`src/design/gbn_pkg.sv`:
```
// Shared types, constants and helpers for the go-back-N sender window.
// Used by every module of the block; depends on nothing.
`timescale 1ns / 1ps

package gbn_pkg;

	localparam int WINDOW      = 10;
	localparam int MAX_PAYLOAD = 512;

	localparam int SEQ_W  = 16;
	localparam int LEN_W  = 10;
	localparam int SLOT_W = 4;
	localparam int CNT_W  = 5;
	localparam int TMR_W  = 24;
	localparam int DVD_W  = SEQ_W + 1;

	localparam logic [SEQ_W-1:0] SEQ_SPACE_RST = SEQ_W'(25601);
	localparam logic [TMR_W-1:0] TIMEOUT_RST   = TMR_W'(500000);
	localparam logic [SEQ_W-1:0] SEQ_SPACE_MIN = SEQ_W'(2);

	localparam logic CFG_SEQ_SPACE = 1'b0;
	localparam logic CFG_TIMEOUT   = 1'b1;

	typedef enum logic [1:0] {
		KIND_START = 2'd0,
		KIND_OFFER = 2'd1,
		KIND_ACK   = 2'd2,
		KIND_TICK  = 2'd3
	} in_kind_t;

	typedef enum logic [1:0] {
		OUT_SEND    = 2'd0,
		OUT_RESEND  = 2'd1,
		OUT_STATUS  = 2'd2,
		OUT_REFUSED = 2'd3
	} out_kind_t;

	typedef enum logic [3:0] {
		B_IDLE,
		B_START_W,
		B_OFFER_W1,
		B_REFUSE,
		B_OFFER_W2,
		B_ACK_ISSUE,
		B_ACK_W,
		B_ACK_DONE,
		B_BURST
	} back_state_t;

	typedef struct packed {
		in_kind_t          op;
		logic [SEQ_W-1:0]  start_seq;
		logic [LEN_W-1:0]  len;
		logic [SEQ_W-1:0]  ack;
		logic              len_ok;
	} cmd_t;

	typedef struct packed {
		out_kind_t         okind;
		logic [SEQ_W-1:0]  seq;
		logic [LEN_W-1:0]  len;
		logic [SLOT_W-1:0] slot;
		logic [CNT_W-1:0]  in_flight;
		logic              matched;
		logic              all_acked;
		logic              last;
	} res_t;

	function automatic logic [SLOT_W-1:0] slot_inc(input logic [SLOT_W-1:0] p);
		logic [SLOT_W-1:0] r;
		if (p == SLOT_W'(WINDOW - 1)) begin
			r = '0;
		end else begin
			r = p + SLOT_W'(1);
		end
		return r;
	endfunction

endpackage

```
`src/design/gbn_front.sv`:
```
// Input stage: registers a word from the slave stream and classifies it.
// Depends on gbn_pkg.
`timescale 1ns / 1ps

module gbn_front (
	input  logic               clk,
	input  logic               arst_n,
	input  logic               s_tvalid,
	output logic               s_tready,
	input  logic [47:0]        s_tdata,
	input  logic [1:0]         s_tuser,
	output logic               push,
	output gbn_pkg::cmd_t      cmd,
	input  logic               q_ready
);

	logic          valid_s1;
	gbn_pkg::cmd_t cmd_s1;
	logic [gbn_pkg::LEN_W-1:0] len_in;

	assign len_in   = s_tdata[25:16];
	assign push     = valid_s1 && q_ready;
	assign s_tready = !valid_s1 || q_ready;
	assign cmd      = cmd_s1;

	always_ff @(posedge clk or negedge arst_n) begin
		if (!arst_n) begin
			valid_s1 <= 1'b0;
		end else if (s_tready) begin
			valid_s1 <= s_tvalid;
		end
	end

	always_ff @(posedge clk) begin
		if (s_tready && s_tvalid) begin
			cmd_s1.op        <= gbn_pkg::in_kind_t'(s_tuser);
			cmd_s1.start_seq <= s_tdata[15:0];
			cmd_s1.len       <= len_in;
			cmd_s1.ack       <= s_tdata[41:26];
			cmd_s1.len_ok    <= (len_in != '0) &&
				(len_in <= gbn_pkg::LEN_W'(gbn_pkg::MAX_PAYLOAD));
		end
	end

endmodule

```
`src/design/gbn_cmdq.sv`:
```
// Two-entry command queue between the front and the back.
// Depends on gbn_pkg.
`timescale 1ns / 1ps

module gbn_cmdq (
	input  logic          clk,
	input  logic          arst_n,
	input  logic          push,
	input  gbn_pkg::cmd_t wr_cmd,
	output logic          not_full,
	input  logic          pop,
	output gbn_pkg::cmd_t rd_cmd,
	output logic          not_empty
);

	gbn_pkg::cmd_t entry_q [2];
	logic       wr_ptr_q;
	logic       rd_ptr_q;
	logic [1:0] count_q;

	assign not_full  = (count_q != 2'd2);
	assign not_empty = (count_q != 2'd0);
	assign rd_cmd    = entry_q[rd_ptr_q];

	always_ff @(posedge clk or negedge arst_n) begin
		if (!arst_n) begin
			wr_ptr_q <= 1'b0;
			rd_ptr_q <= 1'b0;
			count_q  <= 2'd0;
		end else begin
			if (push) begin
				wr_ptr_q <= !wr_ptr_q;
			end
			if (pop) begin
				rd_ptr_q <= !rd_ptr_q;
			end
			case ({push, pop})
				2'b10:   count_q <= count_q + 2'd1;
				2'b01:   count_q <= count_q - 2'd1;
				default: count_q <= count_q;
			endcase
		end
	end

	always_ff @(posedge clk) begin
		if (push) begin
			entry_q[wr_ptr_q] <= wr_cmd;
		end
	end

endmodule

```
`src/design/gbn_mod.sv`:
```
// Remainder unit: one bit per cycle, with a direct path and no serial steps when the
// dividend is below twice the divisor. Depends on gbn_pkg.
`timescale 1ns / 1ps

module gbn_mod (
	input  logic                        clk,
	input  logic                        arst_n,
	input  logic                        start,
	input  logic [gbn_pkg::DVD_W-1:0]   dividend,
	input  logic [gbn_pkg::SEQ_W-1:0]   divisor,
	output logic                        busy,
	output logic [gbn_pkg::SEQ_W-1:0]   rem
);

	logic                        busy_q;
	logic [gbn_pkg::DVD_W-1:0]   acc_q;
	logic [gbn_pkg::DVD_W-1:0]   dvd_q;
	logic [gbn_pkg::SEQ_W-1:0]   div_q;
	logic [4:0]                  cnt_q;
	logic [gbn_pkg::DVD_W-1:0]   div_ext;
	logic [gbn_pkg::DVD_W-1:0]   diff;
	logic [gbn_pkg::DVD_W-1:0]   trial;
	logic [gbn_pkg::DVD_W-1:0]   div_q_ext;

	assign div_ext   = {1'b0, divisor};
	assign diff      = dividend - div_ext;
	assign div_q_ext = {1'b0, div_q};
	assign trial     = {acc_q[gbn_pkg::DVD_W-2:0], dvd_q[gbn_pkg::DVD_W-1]};
	assign busy      = busy_q;
	assign rem       = acc_q[gbn_pkg::SEQ_W-1:0];

	always_ff @(posedge clk or negedge arst_n) begin
		if (!arst_n) begin
			busy_q <= 1'b0;
			cnt_q  <= '0;
		end else if (start) begin
			if (dividend < div_ext || diff < div_ext) begin
				busy_q <= 1'b0;
			end else begin
				busy_q <= 1'b1;
				cnt_q  <= 5'(gbn_pkg::DVD_W);
			end
		end else if (busy_q) begin
			cnt_q <= cnt_q - 5'd1;
			if (cnt_q == 5'd1) begin
				busy_q <= 1'b0;
			end
		end
	end

	always_ff @(posedge clk) begin
		if (start) begin
			div_q <= divisor;
			dvd_q <= dividend;
			if (dividend < div_ext) begin
				acc_q <= dividend;
			end else if (diff < div_ext) begin
				acc_q <= diff;
			end else begin
				acc_q <= '0;
			end
		end else if (busy_q) begin
			dvd_q <= {dvd_q[gbn_pkg::DVD_W-2:0], 1'b0};
			if (trial >= div_q_ext) begin
				acc_q <= trial - div_q_ext;
			end else begin
				acc_q <= trial;
			end
		end
	end

endmodule

```
`src/design/gbn_back.sv`:
```
// Back end: window store, sequencer for sends, ack search and resend
// bursts, and the result register. Depends on gbn_pkg and gbn_mod.
`timescale 1ns / 1ps

module gbn_back (
	input  logic                        clk,
	input  logic                        arst_n,
	input  logic                        cmd_valid,
	input  gbn_pkg::cmd_t               cmd,
	output logic                        cmd_pop,
	input  logic [gbn_pkg::SEQ_W-1:0]   seq_space,
	input  logic [gbn_pkg::TMR_W-1:0]   timeout_ticks,
	output logic                        res_valid,
	input  logic                        res_ready,
	output gbn_pkg::res_t               res_out
);

	gbn_pkg::back_state_t state_q, state_d;

	logic [gbn_pkg::SEQ_W-1:0]  seq_mem [gbn_pkg::WINDOW];
	logic [gbn_pkg::LEN_W-1:0]  len_mem [gbn_pkg::WINDOW];

	gbn_pkg::cmd_t              cmd_q;
	logic [gbn_pkg::SEQ_W-1:0]  seq_q;
	logic [gbn_pkg::SLOT_W-1:0] base_q, tail_q, ptr_q;
	logic [gbn_pkg::CNT_W-1:0]  outst_q, idx_q;
	logic [gbn_pkg::SEQ_W-1:0]  next_seq_q;
	logic [gbn_pkg::TMR_W-1:0]  timer_q;
	logic                       hit_q;
	logic                       res_valid_q;
	gbn_pkg::res_t              res_q;

	logic [gbn_pkg::SEQ_W-1:0]  space_eff;
	logic                       mod_start;
	logic [gbn_pkg::DVD_W-1:0]  mod_dvd;
	logic                       mod_busy;
	logic [gbn_pkg::SEQ_W-1:0]  mod_rem;
	logic                       out_free;
	logic                       emit;
	logic                       mem_we;
	gbn_pkg::res_t              res_d;
	logic [gbn_pkg::TMR_W-1:0]  tick_next;
	logic                       refuse;
	logic                       scan_last;
	logic [gbn_pkg::CNT_W-1:0]  idx_inc;
	logic [gbn_pkg::CNT_W-1:0]  outst_after;
	logic [gbn_pkg::SEQ_W-1:0]  rd_seq;
	logic [gbn_pkg::LEN_W-1:0]  rd_len;

	assign space_eff   = (seq_space < gbn_pkg::SEQ_SPACE_MIN) ? gbn_pkg::SEQ_SPACE_MIN
		: seq_space;
	assign out_free    = !res_valid_q || res_ready;
	assign tick_next   = (timer_q == '0) ? '0 : timer_q - gbn_pkg::TMR_W'(1);
	assign refuse      = (outst_q >= gbn_pkg::CNT_W'(gbn_pkg::WINDOW)) || !cmd_q.len_ok;
	assign idx_inc     = idx_q + gbn_pkg::CNT_W'(1);
	assign scan_last   = (idx_inc == outst_q);
	assign outst_after = outst_q - idx_inc;
	assign rd_seq      = seq_mem[ptr_q];
	assign rd_len      = len_mem[ptr_q];
	assign res_valid   = res_valid_q;
	assign res_out     = res_q;

	gbn_mod u_mod (
		.clk      (clk),
		.arst_n   (arst_n),
		.start    (mod_start),
		.dividend (mod_dvd),
		.divisor  (space_eff),
		.busy     (mod_busy),
		.rem      (mod_rem)
	);

	always_comb begin
		state_d = state_q;
		unique case (state_q)
			gbn_pkg::B_IDLE: begin
				if (cmd_valid) begin
					case (cmd.op)
						gbn_pkg::KIND_START: state_d = gbn_pkg::B_START_W;
						gbn_pkg::KIND_OFFER: state_d = gbn_pkg::B_OFFER_W1;
						gbn_pkg::KIND_ACK: begin
							state_d = (outst_q == '0) ? gbn_pkg::B_ACK_DONE
								: gbn_pkg::B_ACK_ISSUE;
						end
						default: begin
							if (outst_q != '0 && tick_next == '0) begin
								state_d = gbn_pkg::B_BURST;
							end
						end
					endcase
				end
			end
			gbn_pkg::B_START_W: begin
				if (!mod_busy && out_free) state_d = gbn_pkg::B_IDLE;
			end
			gbn_pkg::B_OFFER_W1: begin
				if (!mod_busy) begin
					state_d = refuse ? gbn_pkg::B_REFUSE : gbn_pkg::B_OFFER_W2;
				end
			end
			gbn_pkg::B_REFUSE: begin
				if (out_free) state_d = gbn_pkg::B_IDLE;
			end
			gbn_pkg::B_OFFER_W2: begin
				if (!mod_busy && out_free) state_d = gbn_pkg::B_IDLE;
			end
			gbn_pkg::B_ACK_ISSUE: state_d = gbn_pkg::B_ACK_W;
			gbn_pkg::B_ACK_W: begin
				if (!mod_busy) begin
					if (mod_rem == cmd_q.ack || scan_last) begin
						state_d = gbn_pkg::B_ACK_DONE;
					end else begin
						state_d = gbn_pkg::B_ACK_ISSUE;
					end
				end
			end
			gbn_pkg::B_ACK_DONE: begin
				if (out_free) state_d = gbn_pkg::B_IDLE;
			end
			gbn_pkg::B_BURST: begin
				if (out_free && scan_last) state_d = gbn_pkg::B_IDLE;
			end
			default: state_d = gbn_pkg::B_IDLE;
		endcase
	end

	always_comb begin
		cmd_pop   = 1'b0;
		mod_start = 1'b0;
		mod_dvd   = '0;
		emit      = 1'b0;
		mem_we    = 1'b0;
		res_d     = '0;
		unique case (state_q)
			gbn_pkg::B_IDLE: begin
				cmd_pop = cmd_valid;
				if (cmd_valid && cmd.op == gbn_pkg::KIND_START) begin
					mod_start = 1'b1;
					mod_dvd   = {1'b0, cmd.start_seq};
				end else if (cmd_valid && cmd.op == gbn_pkg::KIND_OFFER) begin
					mod_start = 1'b1;
					mod_dvd   = {1'b0, next_seq_q};
				end
			end
			gbn_pkg::B_START_W: begin
				emit            = !mod_busy && out_free;
				res_d.okind     = gbn_pkg::OUT_STATUS;
				res_d.seq       = mod_rem;
				res_d.all_acked = 1'b1;
				res_d.last      = 1'b1;
			end
			gbn_pkg::B_OFFER_W1: begin
				if (!mod_busy && !refuse) begin
					mem_we    = 1'b1;
					mod_start = 1'b1;
					mod_dvd   = {1'b0, mod_rem} + gbn_pkg::DVD_W'(cmd_q.len);
				end
			end
			gbn_pkg::B_REFUSE: begin
				emit            = out_free;
				res_d.okind     = gbn_pkg::OUT_REFUSED;
				res_d.seq       = seq_q;
				res_d.len       = cmd_q.len;
				res_d.in_flight = outst_q;
				res_d.all_acked = (outst_q == '0);
				res_d.last      = 1'b1;
			end
			gbn_pkg::B_OFFER_W2: begin
				emit            = !mod_busy && out_free;
				res_d.okind     = gbn_pkg::OUT_SEND;
				res_d.seq       = seq_q;
				res_d.len       = cmd_q.len;
				res_d.slot      = tail_q;
				res_d.in_flight = outst_q + gbn_pkg::CNT_W'(1);
				res_d.last      = 1'b1;
			end
			gbn_pkg::B_ACK_ISSUE: begin
				mod_start = 1'b1;
				mod_dvd   = {1'b0, rd_seq} + gbn_pkg::DVD_W'(rd_len);
			end
			gbn_pkg::B_ACK_W: begin
				mod_start = 1'b0;
			end
			gbn_pkg::B_ACK_DONE: begin
				emit            = out_free;
				res_d.okind     = gbn_pkg::OUT_STATUS;
				res_d.slot      = hit_q ? ptr_q : '0;
				res_d.in_flight = hit_q ? outst_after : outst_q;
				res_d.matched   = hit_q;
				res_d.all_acked = hit_q ? (outst_after == '0) : (outst_q == '0);
				res_d.last      = 1'b1;
			end
			gbn_pkg::B_BURST: begin
				emit            = out_free;
				res_d.okind     = gbn_pkg::OUT_RESEND;
				res_d.seq       = rd_seq;
				res_d.len       = rd_len;
				res_d.slot      = ptr_q;
				res_d.in_flight = outst_q;
				res_d.last      = scan_last;
			end
			default: cmd_pop = 1'b0;
		endcase
	end

	always_ff @(posedge clk or negedge arst_n) begin
		if (!arst_n) begin
			state_q    <= gbn_pkg::B_IDLE;
			base_q     <= '0;
			tail_q     <= '0;
			ptr_q      <= '0;
			outst_q    <= '0;
			idx_q      <= '0;
			next_seq_q <= '0;
			timer_q    <= '0;
			hit_q      <= 1'b0;
		end else begin
			state_q <= state_d;
			case (state_q)
				gbn_pkg::B_IDLE: begin
					if (cmd_valid && cmd.op == gbn_pkg::KIND_ACK) begin
						ptr_q <= base_q;
						idx_q <= '0;
						hit_q <= 1'b0;
					end
					if (cmd_valid && cmd.op == gbn_pkg::KIND_TICK && outst_q != '0) begin
						if (tick_next != '0) begin
							timer_q <= tick_next;
						end else begin
							timer_q <= timeout_ticks;
							ptr_q   <= base_q;
							idx_q   <= '0;
						end
					end
				end
				gbn_pkg::B_START_W: begin
					if (emit) begin
						next_seq_q <= mod_rem;
						base_q     <= '0;
						tail_q     <= '0;
						outst_q    <= '0;
						timer_q    <= '0;
					end
				end
				gbn_pkg::B_OFFER_W2: begin
					if (emit) begin
						next_seq_q <= mod_rem;
						tail_q     <= gbn_pkg::slot_inc(tail_q);
						outst_q    <= outst_q + gbn_pkg::CNT_W'(1);
						timer_q    <= timeout_ticks;
					end
				end
				gbn_pkg::B_ACK_W: begin
					if (!mod_busy) begin
						if (mod_rem == cmd_q.ack) begin
							hit_q <= 1'b1;
						end else if (!scan_last) begin
							ptr_q <= gbn_pkg::slot_inc(ptr_q);
							idx_q <= idx_inc;
						end
					end
				end
				gbn_pkg::B_ACK_DONE: begin
					if (emit && hit_q) begin
						base_q  <= gbn_pkg::slot_inc(ptr_q);
						outst_q <= outst_after;
					end
				end
				gbn_pkg::B_BURST: begin
					if (emit) begin
						ptr_q <= gbn_pkg::slot_inc(ptr_q);
						idx_q <= idx_inc;
					end
				end
				default: hit_q <= hit_q;
			endcase
		end
	end

	always_ff @(posedge clk) begin
		if (cmd_pop) begin
			cmd_q <= cmd;
		end
		if (state_q == gbn_pkg::B_OFFER_W1 && !mod_busy) begin
			seq_q <= mod_rem;
		end
		if (mem_we) begin
			seq_mem[tail_q] <= mod_rem;
			len_mem[tail_q] <= cmd_q.len;
		end
		if (emit) begin
			res_q <= res_d;
		end
	end

	always_ff @(posedge clk or negedge arst_n) begin
		if (!arst_n) begin
			res_valid_q <= 1'b0;
		end else if (emit) begin
			res_valid_q <= 1'b1;
		end else if (res_ready) begin
			res_valid_q <= 1'b0;
		end
	end

endmodule

```
`src/design/go_back_n_sender_window.sv`:
```
// Top level of the go-back-N sender window: configuration registers,
// stream ports, and the front, queue and back. Depends on gbn_pkg, gbn_front, gbn_cmdq, gbn_back.
//
//   channel   signals                              direction
//   s_*       tvalid tready tdata[47:0] tuser[1:0]  in:  one event word
//   m_*       tvalid tready tdata[39:0] tuser[1:0]  out: result words
//             tlast
//   cfg_*     we index[0] data[23:0]               in:  register write
//
// Start and offer use the shared bit-serial remainder unit, once for a start and
// twice for an offer, with a direct path when the value is below twice the space.
// An ack runs the remainder unit once per slot searched, up to ten slots.
// A timeout's resend burst gives one word per cycle unless the output stalls.
// The front register and the two-entry queue hold up to three words, so input
// and output stall apart.
// Reset empties the window and loads the default space and timeout.
`timescale 1ns / 1ps

module go_back_n_sender_window (
	input  logic        clk,
	input  logic        arst_n,
	input  logic        s_tvalid,
	output logic        s_tready,
	input  logic [47:0] s_tdata,   // start_seq, seg_length, ack_number, zero fill
	input  logic [1:0]  s_tuser,   // kind
	output logic        m_tvalid,
	input  logic        m_tready,
	output logic [39:0] m_tdata,   // seq_number, length_out, slot, in_flight,
	                               // matched, all_acked, zero fill
	output logic [1:0]  m_tuser,   // out_kind
	output logic        m_tlast,
	input  logic        cfg_we,
	input  logic        cfg_index,
	input  logic [23:0] cfg_data
);

	logic [gbn_pkg::SEQ_W-1:0] seq_space_q;
	logic [gbn_pkg::TMR_W-1:0] timeout_q;

	logic          push;
	logic          q_ready;
	logic          q_valid;
	logic          pop;
	gbn_pkg::cmd_t front_cmd;
	gbn_pkg::cmd_t q_cmd;
	gbn_pkg::res_t res;

	always_ff @(posedge clk or negedge arst_n) begin
		if (!arst_n) begin
			seq_space_q <= gbn_pkg::SEQ_SPACE_RST;
			timeout_q   <= gbn_pkg::TIMEOUT_RST;
		end else if (cfg_we) begin
			case (cfg_index)
				gbn_pkg::CFG_SEQ_SPACE: seq_space_q <= cfg_data[gbn_pkg::SEQ_W-1:0];
				default:                timeout_q   <= cfg_data;
			endcase
		end
	end

	gbn_front u_front (
		.clk      (clk),
		.arst_n   (arst_n),
		.s_tvalid (s_tvalid),
		.s_tready (s_tready),
		.s_tdata  (s_tdata),
		.s_tuser  (s_tuser),
		.push     (push),
		.cmd      (front_cmd),
		.q_ready  (q_ready)
	);

	gbn_cmdq u_cmdq (
		.clk       (clk),
		.arst_n    (arst_n),
		.push      (push),
		.wr_cmd    (front_cmd),
		.not_full  (q_ready),
		.pop       (pop),
		.rd_cmd    (q_cmd),
		.not_empty (q_valid)
	);

	gbn_back u_back (
		.clk           (clk),
		.arst_n        (arst_n),
		.cmd_valid     (q_valid),
		.cmd           (q_cmd),
		.cmd_pop       (pop),
		.seq_space     (seq_space_q),
		.timeout_ticks (timeout_q),
		.res_valid     (m_tvalid),
		.res_ready     (m_tready),
		.res_out       (res)
	);

	assign m_tuser = res.okind;
	assign m_tlast = res.last;
	assign m_tdata = {3'b000, res.all_acked, res.matched, res.in_flight,
		res.slot, res.len, res.seq};

endmodule
```
`config.mk`:
```
export PLATFORM = sky130hd
export DESIGN_NAME = go_back_n_sender_window
export DESIGN_NICKNAME = d
export VERILOG_FILES = /design/src/design/gbn_pkg.sv /design/src/design/gbn_front.sv /design/src/design/gbn_cmdq.sv /design/src/design/gbn_mod.sv /design/src/design/gbn_back.sv /design/src/design/go_back_n_sender_window.sv
export SDC_FILE = /design/constraint.sdc
export NUM_CORES = 1
export LEC_CHECK = 0
export BUFFER_PORTS_ARGS = -buffer_cell sky130_fd_sc_hd__buf_4
export CELL_PAD_IN_SITES_DETAIL_PLACEMENT = 1
export CELL_PAD_IN_SITES_GLOBAL_PLACEMENT = 2
export CORE_ASPECT_RATIO = 1.75
export CORE_UTILIZATION = 48
export DETAILED_ROUTE_END_ITERATION = 8
export HOLD_SLACK_MARGIN = 0.03
export PLACE_DENSITY_LB_ADDON = 0.1
export SLEW_MARGIN = 10
export SYNTH_ARGS = -nofsm -noshare
export SYNTH_HDL_FRONTEND = slang
export SYNTH_SLANG_ARGS = --single-unit
```
`constraint.sdc`:
```
create_clock -name clk -period 20.1 [get_ports clk]
set_input_delay 1.005 -clock clk [delete_from_list [all_inputs] [get_ports clk]]
set_output_delay 1.005 -clock clk [all_outputs]
set_load 0.1 [all_outputs]
```
After elaboration in Yosys (flattened, before gate mapping)
Memory sizes are Yosys's and may differ from the RTL's.
Index checks and enable logic that the tools add are counted.
Storage, ports and cells
  word-level logic and storage cells: 252
  input bits: 80
  output and inout bits: 45
  memories kept: 3
  RAM bits: 350
  register bits: 296
Cells by class
  equality and inequality tests: 36
  bitwise operators: 1
  order comparisons: 6
  reduce and logical (&&, ||, !) cells: 63
  mux-type cells: 92
  $add $sub $neg: 13
Memory list
  u_back.seq_mem: depth 10, bits a word 16, rd ports 1, clocked after memory_dff 0, write ports 1, line gbn_back.sv:20  | logic [gbn_pkg::SEQ_W-1:0] seq_mem [gbn_pkg::WINDOW];
  u_back.len_mem: depth 10, bits a word 10, rd ports 1, clocked after memory_dff 0, write ports 1, line gbn_back.sv:21  | logic [gbn_pkg::LEN_W-1:0] len_mem [gbn_pkg::WINDOW];
  u_cmdq.entry_q: depth 2, bits a word 45, rd ports 1, clocked after memory_dff 0, write ports 1, line gbn_cmdq.sv:16  | gbn_pkg::cmd_t entry_q [2];
Operators with widths (number)
  $mux 16: 8
  $mux 24: 5
  $mux 4: 20
  $pmux 24 s3: 1
  $mux 5: 14
  $mux 17: 3
  $pmux 17 s3: 1
  $logic_not 24->1: 2
  $pmux 16 s3: 1
  $pmux 5 s3: 3
  $pmux 4 s3: 3
  $add 16x10->17: 2
  $lt 17x16->1: 2
  $pmux 4 s7: 1
  $reduce_bool 24->1: 1
  $sub 24x1->24 const B: 1
  $ne 2x1->1 const B: 11
  $pmux 10 s2: 1
  $mux 1: 19
  $ge 17x16->1: 1
  $sub 17x16->17: 1
  $eq 16x16->1: 1
  $eq 4x3->1 const B: 4
  $lt 16x2->1 const B: 1
  44 further kinds: 104

Depth between registers and ports, before layout
  depth in word-level cells: 11
  depth in mapped cells: 34
  gate-level depth less buffers: 29

Hierarchy
Synthesis repeated with hierarchy kept, for this count alone.
Second synthesis, totals
  cells, all modules: 2249
  area total of the unflattened synthesis: 30459.2 µm²
Modules (own cells, without submodules)
  gbn_back: area an instance 19288.5 µm², instances 1, seq. area each 12001.5 µm², cells each 1484
  gbn_mod: area an instance 4429.2 µm², instances 1, seq. area each 1621.6 µm², cells each 464
  gbn_cmdq: area an instance 3633.5 µm², instances 1, seq. area each 2802.7 µm², cells each 156
  go_back_n_sender_window: area an instance 1677.9 µm², instances 1, seq. area each 1014.7 µm², cells each 90
  gbn_front: area an instance 1430.1 µm², instances 1, seq. area each 1376.3 µm², cells each 55

Worst setup path after synthesis
No wires, ideal clock.
  path kind: register to register
  start: reg u_back.ptr_q[0] (netlist name)
  end: reg u_back.u_mod.acc_q[12] (netlist name) (data pin)
  slack: 12.921 ns
  period minus slack after synthesis: 7.179 ns
  data arrival time: 6.918 ns
  library setup time: 0.261 ns
  buffers on the path: 6
  data required time: 19.839 ns
  stages on the path, launching flop included: 34
  cells stage by stage: dfrtp_1 buf_6 buf_12 buf_4 buf_2 buf_1 mux4_2 a211oi_1 a21oi_1 ha_1 a211oi_1 nor2_1 o21a_1 nor2_1 xor2_1 o221ai_1 ha_1 a2111oi_0 inv_1 o31ai_1 nand2_1 a21o_1 a21oi_1 xor2_1 inv_1 ha_1 nand2_1 a311oi_1 o21ai_0 a21oi_1 a211oi_2 and2_4 buf_6 a221o_1
On the way
  cells in the longest elaborated chain, start to end: 8
  elaborated cells between the ends (all ways): 10
  those cells by class: add/sub (2); order compare (2); mux (4); memory (2)
Ends and longest elaborated chain
  start, declared: line gbn_back.sv:25  | logic [gbn_pkg::SLOT_W-1:0] base_q, tail_q, ptr_q;
  start signal, assigned: line gbn_back.sv:222  | ptr_q <= base_q;
  start signal, assigned: line gbn_back.sv:231  | ptr_q <= base_q;
  start signal, assigned: line gbn_back.sv:258  | ptr_q <= gbn_pkg::slot_inc(ptr_q);
  $mem_v2 10x16 or $mem_v2 10x10 (tied branches)
  $add 16x10->17 (*): line gbn_back.sv:179  | mod_dvd = {1'b0, rd_seq} + gbn_pkg::DVD_W'(rd_len);
  $pmux 17 s3 (*): line gbn_back.sv:134  | unique case (state_q)
  $sub 17x16->17: line gbn_mod.sv:26  | assign diff = dividend - div_ext;
  $lt 17x16->1: line gbn_mod.sv:57  | end else if (diff < div_ext) begin
  $mux 16: line gbn_mod.sv:57
  $mux 16 (*): line gbn_mod.sv:55  | if (dividend < div_ext) begin
  $mux 16 (*): line gbn_mod.sv:52  | if (start) begin
  end signal, assigned: line gbn_mod.sv:56  | acc_q <= dividend;
  end signal, assigned: line gbn_mod.sv:58  | acc_q <= diff;
  end signal, assigned: line gbn_mod.sv:65  | acc_q <= trial - div_q_ext;
  end, declared: line gbn_mod.sv:16  | logic [gbn_pkg::DVD_W-1:0] acc_q;
Every way passes the cells marked *; elsewhere a longest branch is shown, timed or not.
A chain may end at the register's enable or synchronous reset.

Worst setup path after layout
  start: reg u_back.ptr_q[0] (netlist name)
  end: reg u_back.u_mod.acc_q[10] (netlist name) (data pin)
The elaborated chain is that of the path after synthesis.

==> flow_metrics.py <==
metrics = {
    "run_status": {
        "outcome": "completed",
    },
    "timing": {
        "setup_tns_ns": 0,
        "fmax_mhz": 109.3,
        "setup_ws_ns": 10.95,
        "finalSetupViolCount": 0,
        "hold_violations": 0,
        "fin_skew_ns": 0.02968,
        "period_needed_ns": 9.150,
        "rsz0062_at_grt": "no",
        "maxSlewHeadroom_pct": 19.63,
        "drv_slew": 0,
        "max_slew.worst_pin.slew_ns": 1.172,
        "fin_crit_sh_pct": 45.52,
    },
    "cells_and_area": {
        "final_nets": 2432,
        "most-common-layout-cells": "edfxtp_1 (527), nand2_1 (180), buf_4 (156), o21ai_0 (111), dfrtp_1 (104)",
        "drive_gt1_share_pct": 18.22,
        "stdcell_count": 3109,
        "syn2layout_area_growth_pct": 12.79,
        "fin_util_pct": 54.58,
        "antennaDiodeCount": 0,
        "fill_cells": 5975,
        "layout_commonest_cell": "edfxtp_1",
    },
    "critical_path": {
        "crit_type": "register to register",
        "critPathSlowestCell": "dfrtp_4",
        "cp_top_family": "compound AO/OA/AOI/OAI gates",
        "cp.arrival_ns": 9.55,
        "path_max_fanout": 28,
        "cp.buffers_inverters": 3,
        "required_ns": 20.50,
        "slowest_delay_ns": 0.77,
        "endpoint_kind": "register",
        "critPathLaunchType": "register",
    },
    "floorplanning": {
        "dieArea_um2": 62650,
        "core_um2": 61110,
        "io_pins": 125,
        "die_height_um": 330.4,
        "row_count": 120,
        "initial_core_util_pct": 48.39,
        "die_w_um": 189.6,
    },
    "route": {
        "top_layer": "met4",
        "routed_wirelength_um": 82980,
        "num_vias": 18670,
        "drt_iter0_markers": 1107,
        "wl_per_cell_um": 26.69,
        "dr_wl_met3_um": 2526,
        "via_per_inst": 6.005,
        "first_pass_iters": 5,
        "wl_met2_um": 45440,
        "m1WireLength_um": 30640,
        "post-route-drc-count": 0,
        "postRouteAntennaNets": 0,
    },
    "grt": {
        "grt_pass1_wl_um": 124100,
        "antenna_found_initial": 0,
        "grt-ovfl-total": 0,
        "grt_util_all_layers_pct": 27.02,
        "grt_max_degree": 68,
        "grt_pass1_vias": 20050,
    },
    "clock_network": {
        "clk_path_buf_depth": 3,
        "cts.clk_slew.worst_paths_ns": 0.07,
        "cts.htree.levels": 2,
        "root_buffer": "clkbuf_16",
        "cts_setup_buffers": 0,
        "ctsHoldBuffers": 0,
        "cts_tree": "done",
        "cts-resized-gates": 0,
        "cts_sinks": 646,
        "insertion_delay_ns": 0.65,
        "cts_buffers": 57,
    },
    "power": {
        "power_uw": 6234,
        "ir_drop_mv": 0.1217,
        "powerDensity_nw_per_um2": 186.9,
        "leakage_uw": 0.01229,
    },
    "job": {
        "cap_violations": 0,
    },
    "synth": {
        "synth_edf_count": 527,
        "syn_inst": 2158,
        "synth.distinct_cells": 87,
        "synthArstFlopShare_pct": 18.42,
        "ys_seq_area_share_pct": 63.63,
        "yosysWarnings": 0,
        "syn_area_um2": 29570,
        "ys.flop_type": "edfxtp_1",
        "syn_area_per_cell_um2": 13.70,
        "synth_seq_cells": 646,
    },
    "placement": {
        "dpl.cell_count": 3001,
        "place_congestion": 0.9199,
        "dp_slack_ns": 10.88,
        "numPortBuffers": 115,
        "dp_hpwl_um": 57770,
    },
    "worst_hold_path": {
        "hold_class": "input port to asynchronous set/reset pin",
    },
}
## final timing paths
path / slack, ns / depth (start not counted) / startpoint / endpoint
worst max-delay path: 10.95 / 30 / u_back.ptr_q[0] / u_back.u_mod.acc_q[10]
worst min-delay path: 0.44 / 1 / arst_n / u_cmdq.wr_ptr_q
worst max register to register: 10.95 / 30 / u_back.ptr_q[0] / u_back.u_mod.acc_q[10]
worst min register to register: 0.44 / 0 / u_front.cmd[3] / u_cmdq.entry_q[0][3]
max in group asynchronous: 18.20 / 2 / arst_n / timeout_q[12]
min in group clk: 0.44 / 0 / u_front.cmd[3] / u_cmdq.entry_q[0][3]
## synthesized netlist by cell type (all sizes together) (26+ instances only)
library cell	instances	area, µm²
a211oi	31	237.7
a21o	32	240.2
a21oi	106	545.5
a221o	30	300.3
and2	34	215.2
buf	29	185.2
clkbuf	79	296.5
dfrtp	108	2703
edfxtp	527	15830
ha	80	1001
inv	76	285.3
mux2	69	777.0
mux2i	53	530.5
mux4	52	1175
nand2	180	675.7
nand3	33	165.2
nor2	93	349.1
nor3	45	230.2
nor4	26	192.7
o21ai	131	659.4
xnor2	41	359.1
xor2	50	437.9
## routing by layer
metal | vias to the layer above | global-route usage, %
li1 | 8417 | -
met1 | 9665 | 29.90
met2 | 427 | 50.70
met3 | 160 | 3.030
met4 | 0 | 13.73
met5 | - | 0
## registers in the layout (all words and copies together) (netlist names), 5 cells and up
name	count
u_back.u_mod.cnt_q	5
seq_space_q	16
u_back.seq_mem	160
u_back.res_out	40
timeout_q	24
u_back.u_mod.dvd_q	17
u_back.len_mem	100
u_back.seq_q	16
u_back.idx_q	5
u_back.u_mod.div_q	16
u_cmdq.entry_q	90
u_back.cmd_q	27
u_back.outst_q	5
u_back.u_mod.acc_q	16
u_back.timer_q	24
u_back.next_seq_q	16
u_front.cmd	45
## stage by stage
step | hold WS [ns] | area (µm²)
2_1_floorplan | 0.4215 | 29580
3_3_place_gp | 0.4239 | 31350
3_5_place_dp | 0.4321 | 31370
4_1_cts | 0.4424 | 33350
5_1_grt | 0.4535 | 33350
6_report | 0.4424 | 33350
## cells by family after synthesis
kind of cell	after synthesis	share of synthesized area, %
AOI/OAI and AO/OA	457	10.22
xor gates and xnor gates	91	2.695
adders and majority gates	85	3.723
buffers and inverters	185	2.606
DFF	646	63.63
muxes	174	8.394
other	1	0.01268
and+or+nand+nor	519	8.724
## layout make-up
cell class	instances	area (µm²)	area share, %
Sequential cell	646	18820	56.44
Multi-Input combinational cell	1329	10090	30.26
Clock buffer	70	1559	4.674
Timing Repair Buffer	156	1171	3.511
Tap cell	793	992.2	2.975
Clock inverter	38	426.7	1.279
Inverter	77	289.0	0.8665
## power by group
| part | leakage [µW] | internal [µW] | switching (µW) | total (µW) |
|---|---|---|---|---|
| Combinational | 0.00501 | 1000 | 1820 | 2830 |
| Clock | 0.000953 | 657 | 504 | 1160 |
| Sequential | 0.00633 | 1930 | 312 | 2250 |
No activity file was read; power rests on OpenSTA's default activity.
